--- src/sv/arc_pkg.sv ---
// shared widths, register indexes and reset values for the attack/release compressor
// no dependencies; the interfaces, the divider and the top level import this package
package arc_pkg;

   localparam int unsigned SAMPLE_W = 16;
   localparam int unsigned RATIO_W  = 8;
   localparam int unsigned LEVEL_W  = 15;
   localparam int unsigned COUNT_W  = 16;

   // excess / ratio divider and period divider sizes
   localparam int unsigned QDIV_NW = LEVEL_W;
   localparam int unsigned PDIV_NW = COUNT_W + 2;
   localparam int unsigned PDIV_DW = LEVEL_W + 1;

   localparam int unsigned CSR_AW = 3;
   localparam int unsigned CSR_DW = 16;

   localparam logic [CSR_AW-1:0] CSR_ENABLE    = 3'd0;
   localparam logic [CSR_AW-1:0] CSR_RATIO     = 3'd1;
   localparam logic [CSR_AW-1:0] CSR_THRESHOLD = 3'd2;
   localparam logic [CSR_AW-1:0] CSR_ATTACK    = 3'd3;
   localparam logic [CSR_AW-1:0] CSR_RELEASE   = 3'd4;
   localparam logic [CSR_AW-1:0] CSR_MIDPOINT  = 3'd5;

   localparam logic               RST_ENABLE    = 1'b1;
   localparam logic [RATIO_W-1:0] RST_RATIO     = 8'd1;
   localparam logic [LEVEL_W-1:0] RST_THRESHOLD = 15'd512;
   localparam logic [COUNT_W-1:0] RST_ATTACK    = 16'd0;
   localparam logic [COUNT_W-1:0] RST_RELEASE   = 16'd0;
   localparam logic [LEVEL_W-1:0] RST_MIDPOINT  = 15'd512;

endpackage

--- src/sv/arc_req_if.sv ---
// input sample channel: valid/ready handshake carrying one audio sample
// depends on arc_pkg
interface arc_req_if import arc_pkg::*; ();
   logic                valid;
   logic                ready;
   logic [SAMPLE_W-1:0] sample_in;

   modport source (output valid, output sample_in, input ready);
   modport sink (input valid, input sample_in, output ready);
endinterface

--- src/sv/arc_rsp_if.sv ---
// result sample channel: valid/ready handshake carrying one audio sample
// depends on arc_pkg
interface arc_rsp_if import arc_pkg::*; ();
   logic                valid;
   logic                ready;
   logic [SAMPLE_W-1:0] sample_out;

   modport source (output valid, output sample_out, input ready);
   modport sink (input valid, input sample_out, output ready);
endinterface

--- src/sv/arc_div.sv ---
// bit-serial restoring divider, one quotient bit per cycle
// depends on arc_pkg for default widths; divisor must be nonzero
module arc_div import arc_pkg::*; #(
   parameter int unsigned NW = QDIV_NW,
   parameter int unsigned DW = RATIO_W
) (
   input  logic          clock,
   input  logic          reset,
   input  logic          start,
   input  logic [NW-1:0] dividend,
   input  logic [DW-1:0] divisor,
   output logic          done,
   output logic [NW-1:0] quotient
);

   localparam int unsigned CNT_W = (NW > 1) ? $clog2(NW) : 1;

   logic             active_ff, active_in;
   logic             done_ff, done_in;
   logic [CNT_W-1:0] count_ff, count_in;
   logic [DW-1:0]    rem_ff, rem_in;
   logic [NW-1:0]    quo_ff, quo_in;
   logic [DW-1:0]    div_ff, div_in;

   logic [DW:0]      shifted;
   logic [DW:0]      trial;

   // dividend bits leave the top of quo_ff while quotient bits enter at the bottom
   assign shifted = {rem_ff, quo_ff[NW-1]};
   assign trial   = shifted - {1'b0, div_ff};

   always_comb begin
      active_in = active_ff;
      done_in   = 1'b0;
      count_in  = count_ff;
      rem_in    = rem_ff;
      quo_in    = quo_ff;
      div_in    = div_ff;
      if (start) begin
         active_in = 1'b1;
         count_in  = CNT_W'(NW - 1);
         rem_in    = '0;
         quo_in    = dividend;
         div_in    = divisor;
      end else if (active_ff) begin
         if (!trial[DW]) begin
            rem_in = trial[DW-1:0];
            quo_in = {quo_ff[NW-2:0], 1'b1};
         end else begin
            rem_in = shifted[DW-1:0];
            quo_in = {quo_ff[NW-2:0], 1'b0};
         end
         if (count_ff == '0) begin
            active_in = 1'b0;
            done_in   = 1'b1;
         end else begin
            count_in = count_ff - 1'b1;
         end
      end
   end

   always_ff @(posedge clock) begin
      if (reset) begin
         active_ff <= 1'b0;
         done_ff   <= 1'b0;
         count_ff  <= '0;
      end else begin
         active_ff <= active_in;
         done_ff   <= done_in;
         count_ff  <= count_in;
      end
      rem_ff <= rem_in;
      quo_ff <= quo_in;
      div_ff <= div_in;
   end

   assign done     = done_ff;
   assign quotient = quo_ff;

endmodule

--- src/sv/audio_attack_release_compressor.sv ---
// Attack/release audio compressor, one signed 16-bit sample in, one sample out.
// Depends on arc_pkg, arc_req_if, arc_rsp_if and arc_div.
//
// req_ch carries input samples, rsp_ch the results, both valid/ready; an item
// moves on a transfer, at a clock edge where valid and ready are both high.
// csr_we/csr_index/csr_wdata write the six control registers (enable, ratio,
// threshold, attack_samples, release_samples, midpoint); write only while idle.
//
// One sample is worked at a time. A sample that does not start an attack
// passes ST_EXEC and ST_PUT before rsp_ch.valid, and the next sample can
// transfer in the cycle after the result is loaded. A sample that starts an
// attack runs the excess through a 15-bit serial divider and, when the
// excess less its quotient is nonzero, through two 18-bit serial dividers in
// parallel for the attack and release periods.
// The result register parts the two channels: a new sample is taken while
// the last result still waits, but a stalled receiver holds the following
// result back and then blocks req_ch.
// Reset is synchronous: registers return to their defaults, all phase state
// clears, and no result is pending.
module audio_attack_release_compressor import arc_pkg::*; (
   input  logic              clock,
   input  logic              reset,
   arc_req_if.sink           req_ch,
   arc_rsp_if.source         rsp_ch,
   input  logic              csr_we,
   input  logic [CSR_AW-1:0] csr_index,
   input  logic [CSR_DW-1:0] csr_wdata
);

   typedef enum logic [2:0] {
      ST_IDLE,
      ST_EXEC,
      ST_DIVQ,
      ST_DIVP,
      ST_PUT
   } state_type;

   typedef enum logic [1:0] {
      PH_IDLE    = 2'd0,
      PH_ATTACK  = 2'd1,
      PH_RELEASE = 2'd2
   } phase_type;

   state_type           state_ff, state_in;
   logic [1:0]          phase_ff, phase_in;

   logic                enable_ff, enable_in;
   logic [RATIO_W-1:0]  ratio_ff, ratio_in;
   logic [LEVEL_W-1:0]  threshold_ff, threshold_in;
   logic [COUNT_W-1:0]  attack_samples_ff, attack_samples_in;
   logic [COUNT_W-1:0]  release_samples_ff, release_samples_in;
   logic [LEVEL_W-1:0]  midpoint_ff, midpoint_in;

   logic [COUNT_W-1:0]  gain_step_ff, gain_step_in;
   logic [COUNT_W-1:0]  phase_count_ff, phase_count_in;
   logic [COUNT_W-1:0]  attack_tick_ff, attack_tick_in;
   logic [COUNT_W-1:0]  release_tick_ff, release_tick_in;
   logic [COUNT_W-1:0]  attack_period_ff, attack_period_in;
   logic [COUNT_W-1:0]  release_period_ff, release_period_in;

   logic [SAMPLE_W-1:0] sample_ff, sample_in;
   logic [SAMPLE_W-1:0] res_ff, res_in;
   logic [LEVEL_W-1:0]  excess_ff, excess_in;
   logic                rsp_valid_ff, rsp_valid_in;
   logic [SAMPLE_W-1:0] rsp_data_ff, rsp_data_in;

   logic [COUNT_W-1:0]  count_inc, atick_inc, rtick_inc;
   logic                atick_hit, rtick_hit;
   logic [COUNT_W-1:0]  gain_attack, gain_release, gain_use;
   logic                above_mid, above_thr;
   logic [SAMPLE_W-1:0] res_gain;
   logic [SAMPLE_W-1:0] excess_full;
   logic [LEVEL_W-1:0]  reduced;

   logic                qdiv_start, qdiv_done;
   logic [QDIV_NW-1:0]  qdiv_quo;
   logic [RATIO_W-1:0]  qdiv_divisor;
   logic                pdiv_start, pdiv_done, rdiv_done;
   logic [PDIV_NW-1:0]  adiv_quo, rdiv_quo;
   logic [PDIV_NW-1:0]  adiv_num, rdiv_num;
   logic [PDIV_DW-1:0]  pdiv_den;

   assign count_inc = phase_count_ff + 1'b1;
   assign atick_inc = attack_tick_ff + 1'b1;
   assign rtick_inc = release_tick_ff + 1'b1;
   assign atick_hit = (atick_inc == attack_period_ff);
   assign rtick_hit = (rtick_inc == release_period_ff);

   assign gain_attack  = atick_hit ? gain_step_ff + 1'b1 : gain_step_ff;
   assign gain_release = (rtick_hit && gain_step_ff != '0) ? gain_step_ff - 1'b1 : gain_step_ff;
   assign gain_use     = (phase_ff == PH_ATTACK) ? gain_attack : gain_release;

   assign above_mid = $signed(sample_ff) >= $signed({1'b0, midpoint_ff});
   assign above_thr = $signed(sample_ff) > $signed({1'b0, threshold_ff});
   assign res_gain  = above_mid ? sample_ff - gain_use : sample_ff + gain_use;

   // excess lies in 1..32767 whenever an attack starts
   assign excess_full  = sample_ff - {1'b0, threshold_ff};
   assign qdiv_divisor = (ratio_ff == '0) ? RATIO_W'(1) : ratio_ff;
   assign reduced      = excess_ff - qdiv_quo;

   // round to nearest: (2n + d) / (2d)
   assign adiv_num = {1'b0, attack_samples_ff, 1'b0} + PDIV_NW'(reduced);
   assign rdiv_num = {1'b0, release_samples_ff, 1'b0} + PDIV_NW'(reduced);
   assign pdiv_den = {reduced, 1'b0};

   arc_div #(.NW(QDIV_NW), .DW(RATIO_W)) u_qdiv (
      .clock    (clock),
      .reset    (reset),
      .start    (qdiv_start),
      .dividend (excess_ff),
      .divisor  (qdiv_divisor),
      .done     (qdiv_done),
      .quotient (qdiv_quo)
   );

   arc_div #(.NW(PDIV_NW), .DW(PDIV_DW)) u_adiv (
      .clock    (clock),
      .reset    (reset),
      .start    (pdiv_start),
      .dividend (adiv_num),
      .divisor  (pdiv_den),
      .done     (pdiv_done),
      .quotient (adiv_quo)
   );

   arc_div #(.NW(PDIV_NW), .DW(PDIV_DW)) u_rdiv (
      .clock    (clock),
      .reset    (reset),
      .start    (pdiv_start),
      .dividend (rdiv_num),
      .divisor  (pdiv_den),
      .done     (rdiv_done),
      .quotient (rdiv_quo)
   );

   always_comb begin
      state_in           = state_ff;
      phase_in           = phase_ff;
      enable_in          = enable_ff;
      ratio_in           = ratio_ff;
      threshold_in       = threshold_ff;
      attack_samples_in  = attack_samples_ff;
      release_samples_in = release_samples_ff;
      midpoint_in        = midpoint_ff;
      gain_step_in       = gain_step_ff;
      phase_count_in     = phase_count_ff;
      attack_tick_in     = attack_tick_ff;
      release_tick_in    = release_tick_ff;
      attack_period_in   = attack_period_ff;
      release_period_in  = release_period_ff;
      sample_in          = sample_ff;
      res_in             = res_ff;
      excess_in          = excess_ff;
      rsp_valid_in       = rsp_valid_ff;
      rsp_data_in        = rsp_data_ff;
      pdiv_start         = 1'b0;

      if (csr_we) begin
         unique case (csr_index)
            CSR_ENABLE:    enable_in          = csr_wdata[0];
            CSR_RATIO:     ratio_in           = csr_wdata[RATIO_W-1:0];
            CSR_THRESHOLD: threshold_in       = csr_wdata[LEVEL_W-1:0];
            CSR_ATTACK:    attack_samples_in  = csr_wdata[COUNT_W-1:0];
            CSR_RELEASE:   release_samples_in = csr_wdata[COUNT_W-1:0];
            CSR_MIDPOINT:  midpoint_in        = csr_wdata[LEVEL_W-1:0];
            default: ;
         endcase
      end

      if (rsp_valid_ff && rsp_ch.ready) begin
         rsp_valid_in = 1'b0;
      end

      unique case (state_ff)
         ST_IDLE: begin
            if (req_ch.valid) begin
               sample_in = req_ch.sample_in;
               state_in  = ST_EXEC;
            end
         end
         ST_EXEC: begin
            res_in   = sample_ff;
            state_in = ST_PUT;
            if (enable_ff) begin
               unique case (phase_ff)
                  PH_ATTACK: begin
                     phase_count_in = count_inc;
                     gain_step_in   = gain_attack;
                     attack_tick_in = atick_hit ? '0 : atick_inc;
                     res_in         = res_gain;
                     if (count_inc == attack_samples_ff) begin
                        phase_count_in = '0;
                        attack_tick_in = '0;
                        phase_in       = PH_RELEASE;
                     end
                  end
                  PH_RELEASE: begin
                     phase_count_in  = count_inc;
                     gain_step_in    = gain_release;
                     release_tick_in = rtick_hit ? '0 : rtick_inc;
                     res_in          = res_gain;
                     if (count_inc == release_samples_ff) begin
                        phase_count_in  = '0;
                        release_tick_in = '0;
                        gain_step_in    = '0;
                        phase_in        = PH_IDLE;
                     end
                  end
                  default: begin
                     // idle, and the unused phase code, may start an attack
                     if (above_thr) begin
                        phase_in  = PH_ATTACK;
                        excess_in = excess_full[LEVEL_W-1:0];
                        state_in  = ST_DIVQ;
                     end
                  end
               endcase
            end
         end
         ST_DIVQ: begin
            // divider start comes from qdiv_kick_ff, registered along with the excess
            if (qdiv_done) begin
               if (reduced != '0) begin
                  pdiv_start = 1'b1;
                  state_in   = ST_DIVP;
               end else begin
                  state_in = ST_PUT;
               end
            end
         end
         ST_DIVP: begin
            if (pdiv_done && rdiv_done) begin
               attack_period_in  = adiv_quo[COUNT_W-1:0];
               release_period_in = rdiv_quo[COUNT_W-1:0];
               state_in          = ST_PUT;
            end
         end
         ST_PUT: begin
            if (!rsp_valid_ff || rsp_ch.ready) begin
               rsp_valid_in = 1'b1;
               rsp_data_in  = res_ff;
               state_in     = ST_IDLE;
            end
         end
         default: state_in = ST_IDLE;
      endcase
   end

   // quotient divider kicked off from the cycle after the trigger
   logic qdiv_kick_ff;

   always_ff @(posedge clock) begin
      if (reset) begin
         state_ff           <= ST_IDLE;
         phase_ff           <= PH_IDLE;
         enable_ff          <= RST_ENABLE;
         ratio_ff           <= RST_RATIO;
         threshold_ff       <= RST_THRESHOLD;
         attack_samples_ff  <= RST_ATTACK;
         release_samples_ff <= RST_RELEASE;
         midpoint_ff        <= RST_MIDPOINT;
         gain_step_ff       <= '0;
         phase_count_ff     <= '0;
         attack_tick_ff     <= '0;
         release_tick_ff    <= '0;
         attack_period_ff   <= '0;
         release_period_ff  <= '0;
         rsp_valid_ff       <= 1'b0;
         qdiv_kick_ff       <= 1'b0;
      end else begin
         state_ff           <= state_in;
         phase_ff           <= phase_in;
         enable_ff          <= enable_in;
         ratio_ff           <= ratio_in;
         threshold_ff       <= threshold_in;
         attack_samples_ff  <= attack_samples_in;
         release_samples_ff <= release_samples_in;
         midpoint_ff        <= midpoint_in;
         gain_step_ff       <= gain_step_in;
         phase_count_ff     <= phase_count_in;
         attack_tick_ff     <= attack_tick_in;
         release_tick_ff    <= release_tick_in;
         attack_period_ff   <= attack_period_in;
         release_period_ff  <= release_period_in;
         rsp_valid_ff       <= rsp_valid_in;
         qdiv_kick_ff       <= (state_ff == ST_EXEC) && (state_in == ST_DIVQ);
      end
      sample_ff   <= sample_in;
      res_ff      <= res_in;
      excess_ff   <= excess_in;
      rsp_data_ff <= rsp_data_in;
   end

   assign qdiv_start = qdiv_kick_ff;

   assign req_ch.ready      = (state_ff == ST_IDLE);
   assign rsp_ch.valid      = rsp_valid_ff;
   assign rsp_ch.sample_out = rsp_data_ff;

endmodule

--- src/flat_wrapper.sv ---
// flat-port wrapper written by rule: the top's interface ports become plain ports
module audio_attack_release_compressor_flat import arc_pkg::*;
  (clock, reset, csr_we, csr_index, csr_wdata, req_ch_valid, req_ch_sample_in, req_ch_ready, rsp_ch_valid, rsp_ch_sample_out, rsp_ch_ready);
  arc_req_if req_ch_i ();
  arc_rsp_if rsp_ch_i ();
  input  logic clock;
  input  logic reset;
  input  logic csr_we;
  input  logic [CSR_AW-1:0] csr_index;
  input  logic [CSR_DW-1:0] csr_wdata;
  input wire logic [$bits(req_ch_i.valid)-1:0] req_ch_valid;
  input wire logic [$bits(req_ch_i.sample_in)-1:0] req_ch_sample_in;
  output wire logic [$bits(req_ch_i.ready)-1:0] req_ch_ready;
  output wire logic [$bits(rsp_ch_i.valid)-1:0] rsp_ch_valid;
  output wire logic [$bits(rsp_ch_i.sample_out)-1:0] rsp_ch_sample_out;
  input wire logic [$bits(rsp_ch_i.ready)-1:0] rsp_ch_ready;
  assign req_ch_i.valid = req_ch_valid;
  assign req_ch_i.sample_in = req_ch_sample_in;
  assign req_ch_ready = req_ch_i.ready;
  assign rsp_ch_valid = rsp_ch_i.valid;
  assign rsp_ch_sample_out = rsp_ch_i.sample_out;
  assign rsp_ch_i.ready = rsp_ch_ready;
  audio_attack_release_compressor u_core (.clock(clock), .reset(reset), .req_ch(req_ch_i), .rsp_ch(rsp_ch_i), .csr_we(csr_we), .csr_index(csr_index), .csr_wdata(csr_wdata));
endmodule
--- config.mk ---
export PLATFORM = sky130hd
export DESIGN_NAME = audio_attack_release_compressor_flat
export DESIGN_NICKNAME = d
export VERILOG_FILES = /design/src/sv/arc_pkg.sv /design/src/sv/arc_req_if.sv /design/src/sv/arc_rsp_if.sv /design/src/sv/arc_div.sv /design/src/sv/audio_attack_release_compressor.sv /design/src/flat_wrapper.sv
export SDC_FILE = /design/constraint.sdc
export NUM_CORES = 1
export LEC_CHECK = 0
export ABC_AREA = 1
export BUFFER_PORTS_ARGS = -buffer_cell sky130_fd_sc_hd__buf_2
export CAP_MARGIN = 30
export CORE_ASPECT_RATIO = 0.75
export CORE_MARGIN = 1
export CORE_UTILIZATION = 40
export CTS_CLUSTER_DIAMETER = 120
export CTS_CLUSTER_SIZE = 20
export DETAILED_ROUTE_END_ITERATION = 10
export GPL_ROUTABILITY_DRIVEN = 0
export PLACE_DENSITY_LB_ADDON = 0.15
export SYNTH_ARGS = -nofsm -noshare
export SYNTH_HDL_FRONTEND = slang
export SYNTH_SLANG_ARGS = --single-unit
--- constraint.sdc ---
create_clock -name clock -period 9 [get_ports clock]
set_input_delay 1.35 -clock clock [delete_from_list [all_inputs] [get_ports clock]]
set_output_delay 1.35 -clock clock [all_outputs]
set_load 0.02 [all_outputs]
-- Word-level counts from Yosys, hierarchy flattened
Cells that the tools add are included.
- word-level logic and storage cells: 199
- register bits after elaboration: 371
- input bits: 40
- equal/unequal tests: 21
- muxes and demuxes: 67
- order comparisons: 2
- reduce and logical (&&, ||, !) cells: 45
- bitwise logic cells: 7
- add/sub/neg operators: 17
- operator list (operator ; number):
    16-bit two-way mux ; 15
    18-bit two-way mux ; 4
    16-bit by 1-bit adder with 16-bit output (second input constant) ; 4
    16-bit equality test ; 4
    16-bit one-hot mux with 2 select lines ; 2
    17-bit by 15-bit adder with 18-bit output ; 2
    17-bit by 16-bit subtractor with 17-bit output ; 2
    15-bit two-way mux ; 2
    5-bit two-way mux ; 6
    2-bit AND reduction ; 15
    15-bit subtractor ; 2
    3-bit two-way mux ; 8
    1-bit two-way mux ; 21
    16-bit adder ; 1
    16-bit >= comparator ; 1
    16-bit > comparator ; 1
    16-bit nonzero test ; 1
    16-bit by 1-bit subtractor with 16-bit output (second input constant) ; 1
    16-bit subtractor ; 1
    3-bit by 2-bit equality test with 1-bit output (second input constant) ; 5
    3-bit one-hot mux with 5 select lines ; 1
    15-bit nonzero test ; 1
    4-bit two-way mux ; 3
    5-bit logical NOT ; 2
    26 further kinds ; 54

-- Depth between registers and ports, before layout
Gate-level depths: netlist of the first run.
- word-level depth: 9
- gate-level depth with buffers: 39

-- Modules after synthesis
A second synthesis of the first run with hierarchy kept.
- cells, all modules: 3569
- area, all modules: 25206.7 sq um
- by module, submodules not included (module ; area each (sq um) ; instances ; cells each):
    audio_attack_release_compressor ; 16424.5 ; 1 ; 2360
    arc_div (u_core.u_adiv) ; 3395.8 ; 1 ; 476
    arc_div (u_core.u_rdiv) ; 3392.0 ; 1 ; 478
    arc_div (u_core.u_qdiv) ; 1994.4 ; 1 ; 255

-- Least setup slack after synthesis of the first run
Ideal clock, no wire load.
- kind: flip-flop to flip-flop
- start: register u_core.sample_ff[1]
- end: register u_core.res_ff[14] (data pin)
- arrival time: 4.287 ns
- stages on the path, launching flop included: 31
- library setup time: 0.249 ns
- path slack: 4.464 ns
- path buffers: 1
- cell sequence: edfxtp_1 -> ha_1 -> inv_1 -> nor2_1 -> nor2_1 -> o21ai_0 -> nand2_1 -> o211a_1 -> nor2_1 -> o21ai_0 -> a21oi_1 -> a21oi_1 -> clkbuf_1 -> nand2_1 -> xnor2_1 -> fa_1 -> nand2_1 -> nand2_1 -> a21oi_1 -> o21ai_0 -> a21oi_1 -> o21ai_0 -> a31oi_1 -> o21ai_0 -> a21o_1 -> a21oi_1 -> inv_1 -> nand2_1 -> nand3_1 -> nand2_1 -> inv_1
- longest elaborated chain between the ends: 4
- elaborated cells between the ends (all ways): 6
- classes of those cells: add/sub: 2; order compare: 1; mux: 3
- RTL lines (element ; RTL line ; text):
    from (decl) ; audio_attack_release_compressor.sv:61 ; logic [SAMPLE_W-1:0] sample_ff, sample_in;
    from (signal assigned) ; audio_attack_release_compressor.sv:289 ; sample_ff <= sample_in;
    16-bit adder, or another cell as far along ; audio_attack_release_compressor.sv:95 ; assign res_gain = above_mid ? sample_ff - gain_use : sample_ff + gain_use;
    16-bit two-way mux * ; audio_attack_release_compressor.sv:95 ;
    16-bit two-way mux * ; audio_attack_release_compressor.sv:186 ; unique case (phase_ff)
    16-bit two-way mux * ; audio_attack_release_compressor.sv:185 ; if (enable_ff) begin
    to (signal assigned) ; audio_attack_release_compressor.sv:290 ; res_ff <= res_in;
    to (decl) ; audio_attack_release_compressor.sv:62 ; logic [SAMPLE_W-1:0] res_ff, res_in;
Mark *: on every way between the ends. The rest lies on a longest branch, timed or not.
A chain may end at the register's enable or synchronous reset.

-- Worst setup path in the final report of the first run
- start: register u_core.attack_tick_ff[0]
- end: register u_core.res_ff[14] (data pin)
- longest elaborated chain between the ends: 8
- elaborated cells between the ends (all ways): 9
- classes of those cells: add/sub: 3; eq/ne: 1; mux: 5
- RTL lines (element ; RTL line ; text):
    from (decl) ; audio_attack_release_compressor.sv:56 ; logic [COUNT_W-1:0] attack_tick_ff, attack_tick_in;
    from (signal assigned) ; audio_attack_release_compressor.sv:282 ; attack_tick_ff <= attack_tick_in;
    16-bit by 1-bit adder with 16-bit output * ; audio_attack_release_compressor.sv:84 ; assign atick_inc = attack_tick_ff + 1'b1;
    16-bit equality test * ; audio_attack_release_compressor.sv:86 ; assign atick_hit = (atick_inc == attack_period_ff);
    16-bit two-way mux * ; audio_attack_release_compressor.sv:89 ; assign gain_attack = atick_hit ? gain_step_ff + 1'b1 : gain_step_ff;
    16-bit two-way mux * ; audio_attack_release_compressor.sv:91 ; assign gain_use = (phase_ff == PH_ATTACK) ? gain_attack : gain_release;
    16-bit adder or 16-bit subtractor (tied branches) ; audio_attack_release_compressor.sv:95 ;
    16-bit two-way mux * ; audio_attack_release_compressor.sv:95 ;
    16-bit two-way mux * ; audio_attack_release_compressor.sv:186 ;
    16-bit two-way mux * ; audio_attack_release_compressor.sv:185 ;
Marked as above.

==> results of run 1 <==
-- layer usage --
metal	track usage (%)	wire length, um	up-vias
met1	33.4	32900	9734
li1	-	-	10500
met3	2.47	3980	60
met4	3.95	1050	0
met2	33.9	28300	584
met5	0	0	-
-- path summary, 6_finish.rpt --
kind                                          startpoint                          end  slack, ns
worst max-delay path            u_core.attack_tick_ff[0]            u_core.res_ff[14]       3.48
worst min-delay path                    u_core.res_ff[0]  u_core.rsp_ch.sample_out[0]       0.43
worst max register to register  u_core.attack_tick_ff[0]            u_core.res_ff[14]       3.48
worst min register to register          u_core.res_ff[0]  u_core.rsp_ch.sample_out[0]       0.43
-- layout by cell type, fill, tap and decap left out, types with 5 or more instances in the layout --
master / count
nand2_1: 692
inv_1: 404
a21oi_1: 279
o21ai_0: 259
nor2_1: 241
dfxtp_1: 234
nand3_1: 219
ha_1: 139
edfxtp_1: 137
xor2_1: 89
nand4_1: 61
buf_2: 57
xnor2_1: 52
nor3_1: 33
nand2_2: 29
clkbuf_16: 22
o211ai_1: 18
nor4_1: 16
clkbuf_1: 16
a31oi_1: 15
buf_4: 14
nand3b_1: 13
or2_2: 10
nor2_2: 9
nand3_2: 9
mux2i_1: 9
a211oi_1: 9
nor2_4: 8
fa_1: 8
a21o_1: 7
clkinv_1: 7
o21bai_1: 6
a21boi_0: 6
nor2_8: 5
inv_2: 5
o31ai_1: 5
buf_16: 5
-- area by class of cell --
cell class                 instances  area (sq um)
fill                            5906         32500
tap                              780           976
sequential                       371          8800
timing repair buffer              77           543
clock inverter                     2          25.0
multi-input combinational       2283         12700
clock buffer                      38           611
inverter                         417          1570
-- worst max-delay path: cells and delay by family (launching register included) --
kind | cells | cell delay [ns]
simple gates | 16 | 2.36
compound gates | 8 | 1.57
fa+ha+maj | 2 | 0.59
flops | 1 | 0.35
xor+xnor | 2 | 0.30
buf+inv | 2 | 0.12
-- report_power, final --
| group | switching, mW | internal [mW] | total, mW |
|---|---|---|---|
| logic | 0.610 | 0.343 | 0.953 |
| clock network | 0.598 | 0.470 | 1.07 |
| registers | 0.0558 | 1.81 | 1.87 |
| total | 1.26 | 2.63 | 3.89 |
-- logic make-up after synthesis --
group / Yosys count
fa+ha+maj: 147
simple gates: 1363
xor+xnor: 141
compound gates: 623
buf+inv: 525
flops: 371
mux: 9
==> flow_summary.json, run 1 <==
{
  "antenna_found_initial": 1,
  "synth_common_cells": "692 x nand2_1, 404 x inv_1, 279 x a21oi_1, 259 x o21ai_0, 243 x nor2_1",
  "crit_path_frequent_cell": "nand2_1",
  "synth_top_family_by_area": "simple AND/OR/NAND/NOR gates",
  "postPlaceCellArea_sq_mm": 0.0245,
  "vias": 20900,
  "grt_pass1_vias": 19300,
  "grt_use_total_pct": 22.1,
  "powerDensity_mw_per_mm2": 155,
  "final_hold_viol_count": 0,
  "slew-limit-headroom_pct": 32.0,
  "htree_num_levels": 1,
  "num_antenna_cells": 0,
  "io_pins": 58,
  "initial_core_util_pct": 40.7,
  "leakagePower_nw": 11.0,
  "synth-edff-count": 137,
  "period_minus_slack_ns": 5.52,
  "status": "finished, final reports clean",
  "clk_latency_ns": 0.58,
  "cp.arrival_ns": 5.87,
  "cp-start-kind": "register",
  "min_path_cells": 0,
  "setup-violations-final": 0,
  "clk_pin_slew_worst_paths_ns": 0.09,
  "cts_tree": "yes",
  "yosys_register_bits": 371,
  "synthFlopType": "dfxtp_1",
  "final_util_pct": 43.6,
  "end_kind": "register",
  "layout.cells.non_filler": 3968,
  "seq_area_frac_synth_pct": 37.5,
  "root_buffer": "clkbuf_16",
  "final_area_sq_mm": 0.0252,
  "yosys_warnings": 0,
  "async_reset_ff_share_pct": 0,
  "hold_buffers": 0,
  "slew_viol_final": 0,
  "synth_area_per_cell_sq_um": 7.39,
  "cpPeakStageDelay_ns": 0.44,
  "synth_area_leader_cell": "dfxtp_1",
  "cp.required_ns": 9.35,
  "worstPathMaxFanout": 16,
  "drt_iter0_drc": 1533,
  "first_pass_iters": 6,
  "cts_sinks": 371,
  "dpl.hpwl_mm": 50.2,
  "routed_via_density": 5.27,
  "synth_nets": 3366,
  "synthMuxAreaShare_pct": 0.384,
  "synth_compound_area_share_pct": 14.2,
  "worstMarginPinSlew_ns": 1.02,
  "wl_mm": 66.2,
  "cts_buffer_depth": 3,
  "cpMaxStageDelayCell": "nor2_4",
  "die_area_sq_mm": 0.0597,
  "yosys.area_share.simple_pct": 25.9,
  "synth_fa_ha_area_share_pct": 8.09,
  "dp.cells": 3927,
  "fin_crit_sh_pct": 61.4,
  "cts_resized": 0,
  "die_w_um": 282,
  "fin_skew_ns": 0.0292,
  "pre_cts_slack_ns": 3.58,
  "drive_gt1_share_pct": 6.02,
  "synth.top_cells.by_area": "dfxtp_1 20%, edfxtp_1 18%, nand2_1 11%",
  "layout_setup_ws_ns": 3.48,
  "nets": 3359,
  "wl_per_cell_um": 16.7,
  "synth_top_area_share_pct": 19.9,
  "coreArea_sq_mm": 0.0577,
  "critical_path_class": "register to register",
  "overflow": 0,
  "r2r_cells": 30,
  "grt_max_degree": 104,
  "cts_setup_buffers": 0,
  "power_mw": 3.89,
  "synth-xor-area-share_pct": 5.26,
  "drc_errors": 0,
  "setup_tns_ns": 0,
  "vdd_drop_max_v": 0.000140,
  "fmax_mhz": 181,
  "syn_area_sq_mm": 0.0235,
  "syn-instance-count": 3179,
  "holdWs_ns": 0.427,
  "rows": 76,
  "grt_first_pass_wirelength_mm": 105,
  "yosysMostFrequentCell": "nand2_1",
  "cap_violations": 0,
  "die_y_um": 212,
  "portBuffers": 57,
  "postRouteAntennaNets": 0,
  "hold_class": "register to register",
  "netlist-cell-type-count": 56,
  "synthToLayoutAreaGrowth_pct": 7.19,
  "rsz0062_at_grt": "false",
  "cts_inserted_buffers": 22
}
(Power assumes the default switching activity.)
==> run 2: changes to the inputs <==
==> constraint.sdc (replaced) <==
create_clock -name clock -period 4.9 [get_ports clock]
set_input_delay 0.735 -clock clock [delete_from_list [all_inputs] [get_ports clock]]
set_output_delay 0.735 -clock clock [all_outputs]
set_load 0.02 [all_outputs]
==> run 2 against run 1 <==
- routed wire length increased by 1.2%
- critical path type unchanged
- utilization increased by 1.9 points
- combinational power is 110% higher
==> flow_summary.json, run 2 (synthesis results as in run 1) <==
{
  "status": "finished, final reports clean",
  "holdWs_ns": 0.317,
  "cpPeakStageDelay_ns": 0.37,
  "drt_iter0_drc": 1774,
  "cts_sinks": 371,
  "regArea_sq_mm": 0.00882,
  "crit_buf_inv": 7,
  "grt_pass1_vias": 19500,
  "crit_cells": 35,
  "period_minus_slack_ns": 4.71,
  "routed_via_density": 5.22,
  "htree_num_levels": 1,
  "switching_share_pct": 32.7,
  "final_hold_viol_count": 0,
  "fillCellCount": 5812,
  "end_kind": "register",
  "r2r_cells": 35,
  "r2r-end": "u_core.res_ff[14]",
  "root_buffer": "clkbuf_16",
  "dpl.hpwl_mm": 50.1,
  "initial_core_util_pct": 40.7,
  "setup-violations-final": 0,
  "pre_cts_slack_ns": -0.126,
  "clk_pin_slew_worst_paths_ns": 0.10,
  "worstPathMaxFanout": 5,
  "final_util_pct": 45.5,
  "grt_max_degree": 62,
  "drc_errors": 0,
  "cts_inserted_buffers": 22,
  "cp-startpoint": "u_core.release_tick_ff[0]",
  "slew-limit-headroom_pct": 43.6,
  "die_y_um": 212,
  "die_area_sq_mm": 0.0597,
  "leakagePower_nw": 11.5,
  "seq_power_share_pct": 46.6,
  "fmax_mhz": 212,
  "r2r_slack_ns": 0.19,
  "p_int_mw": 4.96,
  "layout_setup_ws_ns": 0.188,
  "cpMaxStageDelayCell": "dfxtp_2",
  "cap_violations": 0,
  "nets": 3449,
  "synthToLayoutAreaGrowth_pct": 11.9,
  "grt_first_pass_wirelength_mm": 106,
  "postRouteAntennaNets": 0,
  "cts_tree": "yes",
  "grt_use_total_pct": 22.1,
  "worstMarginPinSlew_ns": 0.843,
  "crit_path_frequent_cell": "nand2_1",
  "hold_class": "primary input to register",
  "critical_path_class": "register to register",
  "io_pins": 58,
  "coreArea_sq_mm": 0.0577,
  "cp.required_ns": 5.24,
  "reg2reg_from": "u_core.release_tick_ff[0]",
  "cp_top_family": "simple AND/OR/NAND/NOR gates",
  "powerDensity_mw_per_mm2": 280,
  "wl_per_cell_um": 16.5,
  "slew_viol_final": 0,
  "vdd_drop_max_v": 0.000247,
  "multi_input_area_sq_mm": 0.0131,
  "clk_latency_ns": 0.59,
  "antenna_found_initial": 0,
  "critPathCapture": "u_core.res_ff[14]",
  "layout_commonest_cell": "nand2_1",
  "cts_buffer_depth": 3,
  "die_w_um": 282,
  "postPlaceCellArea_sq_mm": 0.0250,
  "power_frac_clock_pct": 26.6,
  "portBuffers": 57,
  "num_antenna_cells": 0,
  "pwr-share-comb_pct": 26.9,
  "drive_gt1_share_pct": 11.4,
  "cp-start-kind": "register",
  "rows": 76,
  "wl_mm": 67.0,
  "final_area_sq_mm": 0.0263,
  "fin_skew_ns": 0.0392,
  "cp.arrival_ns": 5.05,
  "vias": 21200,
  "hold_buffers": 0,
  "overflow": 0,
  "fin_crit_sh_pct": 96.2,
  "p_sw_mw": 2.41,
  "first_pass_iters": 7,
  "mostFrequentLayoutCells": "668 x nand2_1, 400 x inv_1, 275 x a21oi_1"
}
-- run 2: cell types whose count changed in the layout (fill, tap and decap cells not counted), sizes merged --
cell / before / now
clkinvlp: 0 / 1
buf: 77 / 166
nor2: 263 / 264
inv: 410 / 409
clkbuf: 38 / 36
-- run 2: layout make-up --
cell class                 count  share of cell area, %
timing repair buffer         166                   4.65
clock inverter                 2                  0.105
tap                          780                   3.71
inverter                     417                   5.98
multi-input combinational   2284                   49.7
sequential                   371                   33.6
clock buffer                  36                   2.30
-- run 2: repair_timing --
item / CTS / global route
cloned: 0 / 1
pin swaps: 2 / 46
endpoints found under the setup margin: 4 / 9
setup buffers: 4 / 21
gates resized for setup: 2 / 116
-- run 2: worst register-to-register path: cells and delay by family (launching register included) --
kind                       cells  cell delay (ns)
xor gates and xnor gates       1             0.19
adders and majority gates      1             0.37
AOI/OAI and AO/OA              8             1.25
buffers and inverters          7             0.74
and+or+nand+nor               18             1.57
DFF                            1             0.37
-- run 2: power groups by stage --
stage | logic [mW] | registers [mW] | clock network [mW]
after floorplan | 1.31 | 3.46 | 0
after global placement | 1.74 | 3.49 | 0
after CTS | 1.79 | 3.43 | 2.02
after detailed placement | 1.77 | 3.50 | 0
after global routing | 2.21 | 3.44 | 2.13
final | 1.98 | 3.43 | 1.96
-- run 2: per-stage QoR --
stage	std cells	power [mW]	TNS, ns
2_1_floorplan	3179	4.77	0
3_3_place_gp	3988	5.23	0
3_5_place_dp	3992	5.27	-0.388
4_1_cts	4034	7.23	0
5_1_grt	4056	7.78	-0.492
6_report	4056	7.36	0
-- run 2: how the worst min path moves through the flow --
stage          cells after the start                           end                 start
2_1_floorplan                      0   u_core.rsp_ch.sample_out[0]      u_core.res_ff[0]
3_3_place_gp                       0   u_core.rsp_ch.sample_out[4]      u_core.res_ff[4]
3_5_place_dp                       0  u_core.rsp_ch.sample_out[10]     u_core.res_ff[10]
4_1_cts                            1          u_core.sample_ff[15]  req_ch_sample_in[15]
5_1_grt                            1          u_core.sample_ff[15]  req_ch_sample_in[15]
6_report                           1          u_core.sample_ff[15]  req_ch_sample_in[15]
-- run 2: metal layers --
metal | track usage, % | share of wire, % | up-vias
met1 | 33.1 | 50 | 9871
met2 | 34.4 | 43 | 557
li1 | - | - | 10700
met3 | 2.04 | 5.1 | 75
met4 | 4.22 | 1.7 | 0
met5 | 0 | 0 | -
